--- src/rtl/core/lci_fifo.sv ---
// ============================================================================
// lci_fifo: small register queue
// Holds up to DEPTH entries between two pipeline sections so each can stall alone.
// ============================================================================
module lci_fifo #(
    parameter int DW    = 8,
    parameter int DEPTH = 2
) (
    input  logic          clk,
    input  logic          rst_n,
    input  logic          push,
    input  logic [DW-1:0] din,
    input  logic          pop,
    output logic [DW-1:0] dout,
    output logic          empty,
    output logic          full
);

    localparam int PTR_W = (DEPTH > 1) ? $clog2(DEPTH) : 1;
    localparam int CNT_W = $clog2(DEPTH + 1);

    logic [DW-1:0]    mem_reg [DEPTH];
    logic [PTR_W-1:0] wr_ptr_reg;
    logic [PTR_W-1:0] rd_ptr_reg;
    logic [CNT_W-1:0] count_reg;
    logic             do_push;
    logic             do_pop;

    assign empty   = (count_reg == '0);
    assign full    = (count_reg == CNT_W'(DEPTH));
    assign do_push = push && !full;
    assign do_pop  = pop && !empty;
    assign dout    = mem_reg[rd_ptr_reg];

    always_ff @(posedge clk or negedge rst_n)
    begin
        if (!rst_n)
        begin
            wr_ptr_reg <= '0;
            rd_ptr_reg <= '0;
            count_reg  <= '0;
        end
        else
        begin
            if (do_push)
            begin
                wr_ptr_reg <= (wr_ptr_reg == PTR_W'(DEPTH - 1)) ? '0 : wr_ptr_reg + 1'b1;
            end
            if (do_pop)
            begin
                rd_ptr_reg <= (rd_ptr_reg == PTR_W'(DEPTH - 1)) ? '0 : rd_ptr_reg + 1'b1;
            end
            if (do_push && !do_pop)
            begin
                count_reg <= count_reg + 1'b1;
            end
            else if (do_pop && !do_push)
            begin
                count_reg <= count_reg - 1'b1;
            end
        end
    end

    always_ff @(posedge clk)
    begin
        if (do_push)
        begin
            mem_reg[wr_ptr_reg] <= din;
        end
    end

endmodule

--- config.mk ---
export PLATFORM = sky130hd
export DESIGN_NAME = lci_fifo
export DESIGN_NICKNAME = d
export VERILOG_FILES = /design/src/rtl/core/lci_fifo.sv
export SDC_FILE = /design/constraint.sdc
export NUM_CORES = 1
export LEC_CHECK = 0
export BUFFER_PORTS_ARGS = -buffer_cell sky130_fd_sc_hd__buf_2
export CAP_MARGIN = 20
export CORE_ASPECT_RATIO = 1.1
export CORE_MARGIN = 3
export CORE_UTILIZATION = 35
export CTS_CLUSTER_DIAMETER = 200
export DETAILED_ROUTE_END_ITERATION = 6
export PLACE_DENSITY = 0.56
export SLEW_MARGIN = 20
export SYNTH_ARGS = -nofsm -noshare
export SYNTH_HDL_FRONTEND = slang
export SYNTH_SLANG_ARGS = --single-unit
export TNS_END_PERCENT = 50
--- constraint.sdc ---
create_clock -name clk -period 3 [get_ports clk]
set_clock_uncertainty 0.05 [all_clocks]
set_input_delay 0.45 -clock clk [delete_from_list [all_inputs] [get_ports clk]]
set_output_delay 0.45 -clock clk [all_outputs]
set_load 0.02 [all_outputs]
==> impl_metrics.json <==
{
  "vias": 425,
  "largest_reg_flops": 16,
  "ys_ff_latch": 20,
  "holdPathEnd": "mem_reg[1][3]$_DFFE_PP_",
  "num_rows": 17,
  "worstPathArrival_ps": 1420,
  "remaining_drc_errors": 0,
  "layout.nets": 83,
  "status": "complete, no violations",
  "wl_met1_um": 448,
  "ys_types": 14,
  "worstSkewPairLatency_ps": 290,
  "synth_fp_nets": 57,
  "rsz0062_at_grt": "no",
  "via_per_inst": 4.38,
  "cap_viol_max_count": 0,
  "top_layer": "met3",
  "dpl.hpwl_um": 793,
  "drtAntennaViolNets": 0,
  "tightest_slew_ps": 670,
  "synth-simple-area-share_pct": 3.88,
  "crit_type": "reg -> out",
  "globalplace.congestion": 0.643,
  "dr_wl_met3_um": 61,
  "cts_tree": "done",
  "yosysSeqAreaShare_pct": 75.0,
  "holdPathStages": 1,
  "maxSlewHeadroom_pct": 55.2,
  "endpoint_kind": "output port",
  "postCtsSetupRepairBufs": 0,
  "min_path_type": "in -> reg",
  "fin_crit_ps": 1920,
  "cp_max_fo": 9,
  "r2r_end": "mem_reg[0][1]$_DFFE_PP_",
  "synthToLayoutAreaGrowth_pct": 22.1,
  "final_common_cell": "buf_2",
  "initial_core_util_pct": 37.5,
  "synth_area_um2": 774,
  "ir_drop_mv": 0.389,
  "antenna_found_initial": 0,
  "grt_max_degree": 12,
  "die_y_um": 55.3,
  "syn_area_per_cell_um2": 17.6,
  "pwr_density_cell_nw_per_um2": 938,
  "dp_slack_ps": 1330,
  "r2r_slack_ps": 1380,
  "drive_gt1_share_pct": 37.7,
  "setup_tns_ps": 0,
  "max_freq_ghz": 0.520,
  "post-route-period-util_pct": 64.1,
  "drt_iter0_drc": 2,
  "mostFrequentLayoutCells": "buf_2, edfxtp_1, mux2_1",
  "grt_pass1_wl_um": 1760,
  "ys_warn_count": 0,
  "htreeDepth": 1,
  "wire_per_inst_um": 11.2,
  "setup_violations": 0,
  "clockRootBuffer": "clkbuf_4",
  "syn_inst": 44,
  "coreArea_um2": 2060,
  "drtPass1Iterations": 4,
  "track_usage_pct": 8.62,
  "leakage_nw": 0.388,
  "rr_worst_depth": 3,
  "critPathRequiredTime_ps": 2500,
  "gr-total-overflow": 0,
  "clockBufferDepth": 2,
  "startpoint_type": "register",
  "clk_pin_slew_ps": 100,
  "r2r-start": "count_reg[0]$_DFFE_PN0P_",
  "dieArea_um2": 2810,
  "port_buffers": 21,
  "synthXorXnorAreaFrac_pct": 5.65,
  "synth_top_family_by_area": "multiplexers",
  "ios": 22,
  "synthAdderAreaFrac_pct": 1.62,
  "slew_viol_final": 0,
  "synth_mux_area_share_pct": 11.6,
  "fin_util_pct": 45.8,
  "wl_met2_um": 581,
  "antenna_cells": 0,
  "first_global_vias": 422,
  "routed_wl_um": 1090,
  "finalWorstSetupSlack_ps": 1080,
  "fp.dieW_um": 50.9,
  "clock_sinks": 20,
  "worstHoldStart": "din[3]",
  "hold_viol": 0,
  "cts_buffers": 3,
  "synth_compound_area_share_pct": 0.646
}
-- stage by stage --
stage / total power (W) / instances / area [µm²] / hold slack, ps
after floorplan: 0.000679 / 44 / 774 / 104
after global placement: 0.000772 / 92 / 910 / 215
after detailed placement: 0.000778 / 92 / 910 / 212
after CTS: 0.000908 / 97 / 946 / 274
after global routing: 0.000950 / 97 / 946 / 264
final: 0.000887 / 97 / 946 / 288
-- cells in the mapped netlist, drive strengths merged --
cell,instances,share of area (%)
edfxtp,16,62
mux2,8,12
ha,1,1.6
nand2b,1,0.81
xor2,2,2.3
o21ai,1,0.65
dfrtp,4,13
nor2,3,1.5
nand2,1,0.81
xnor2,3,3.4
and3,1,0.81
buf,1,0.65
inv,2,0.97
-- area by class of cell --
cell class | instances | area [µm²]
fillers | 195 | 1120
repair buffers | 22 | 115
inverters | 2 | 7.51
multi-input cells | 21 | 181
flip-flops and latches | 20 | 581
well taps | 28 | 35.0
clock buffers | 4 | 26.3
-- per-layer routing --
metal | vias up | global-route usage, %
met2 | 9 | 14.6
li1 | 209 | -
met4 | 0 | 5.77
met1 | 207 | 9.11
met3 | 0 | 2.43
met5 | - | 0
-- critical path, stage by stage, from the launching register on --
cell	delay (ps)
dfrtp_1	600
mux2_2	380
buf_2	160
-- where the power goes --
| group | total [W] | switching [W] | leakage, nW | internal, W |
|---|---|---|---|---|
| Clock | 0.000126 | 0.0000743 | 0.0150 | 0.0000517 |
| Sequential | 0.000445 | 0.0000566 | 0.195 | 0.000388 |
| Combinational | 0.000317 | 0.000181 | 0.177 | 0.000136 |
-- how the worst max path moves through the flow --
stage | from | end | slack, ps
after global routing | rd_ptr_reg$_DFFE_PN0P_ | dout[7] | 970
final | rd_ptr_reg$_DFFE_PN0P_ | dout[7] | 1080
after global placement | rd_ptr_reg$_DFFE_PN0P_ | dout[7] | 1390
after CTS | rd_ptr_reg$_DFFE_PN0P_ | dout[7] | 1030
after detailed placement | count_reg[0]$_DFFE_PN0P_ | mem_reg[0][5]$_DFFE_PP_ | 1330
after floorplan | count_reg[0]$_DFFE_PN0P_ | mem_reg[0][0]$_DFFE_PP_ | 1580
-- cell families after synthesis --
logic type	after synthesis
AOI/OAI and AO/OA	1
xor gates and xnor gates	5
adders and majority gates	1
buffers and inverters	3
DFF	20
muxes	8
and+or+nand+nor	6
-- what timing repair did --
action	CTS	global route
hold endpoints to repair	4	0
hold buffers	1	0
resized for setup	0	0
setup endpoints to repair	0	0
(Power assumes the default switching activity.)
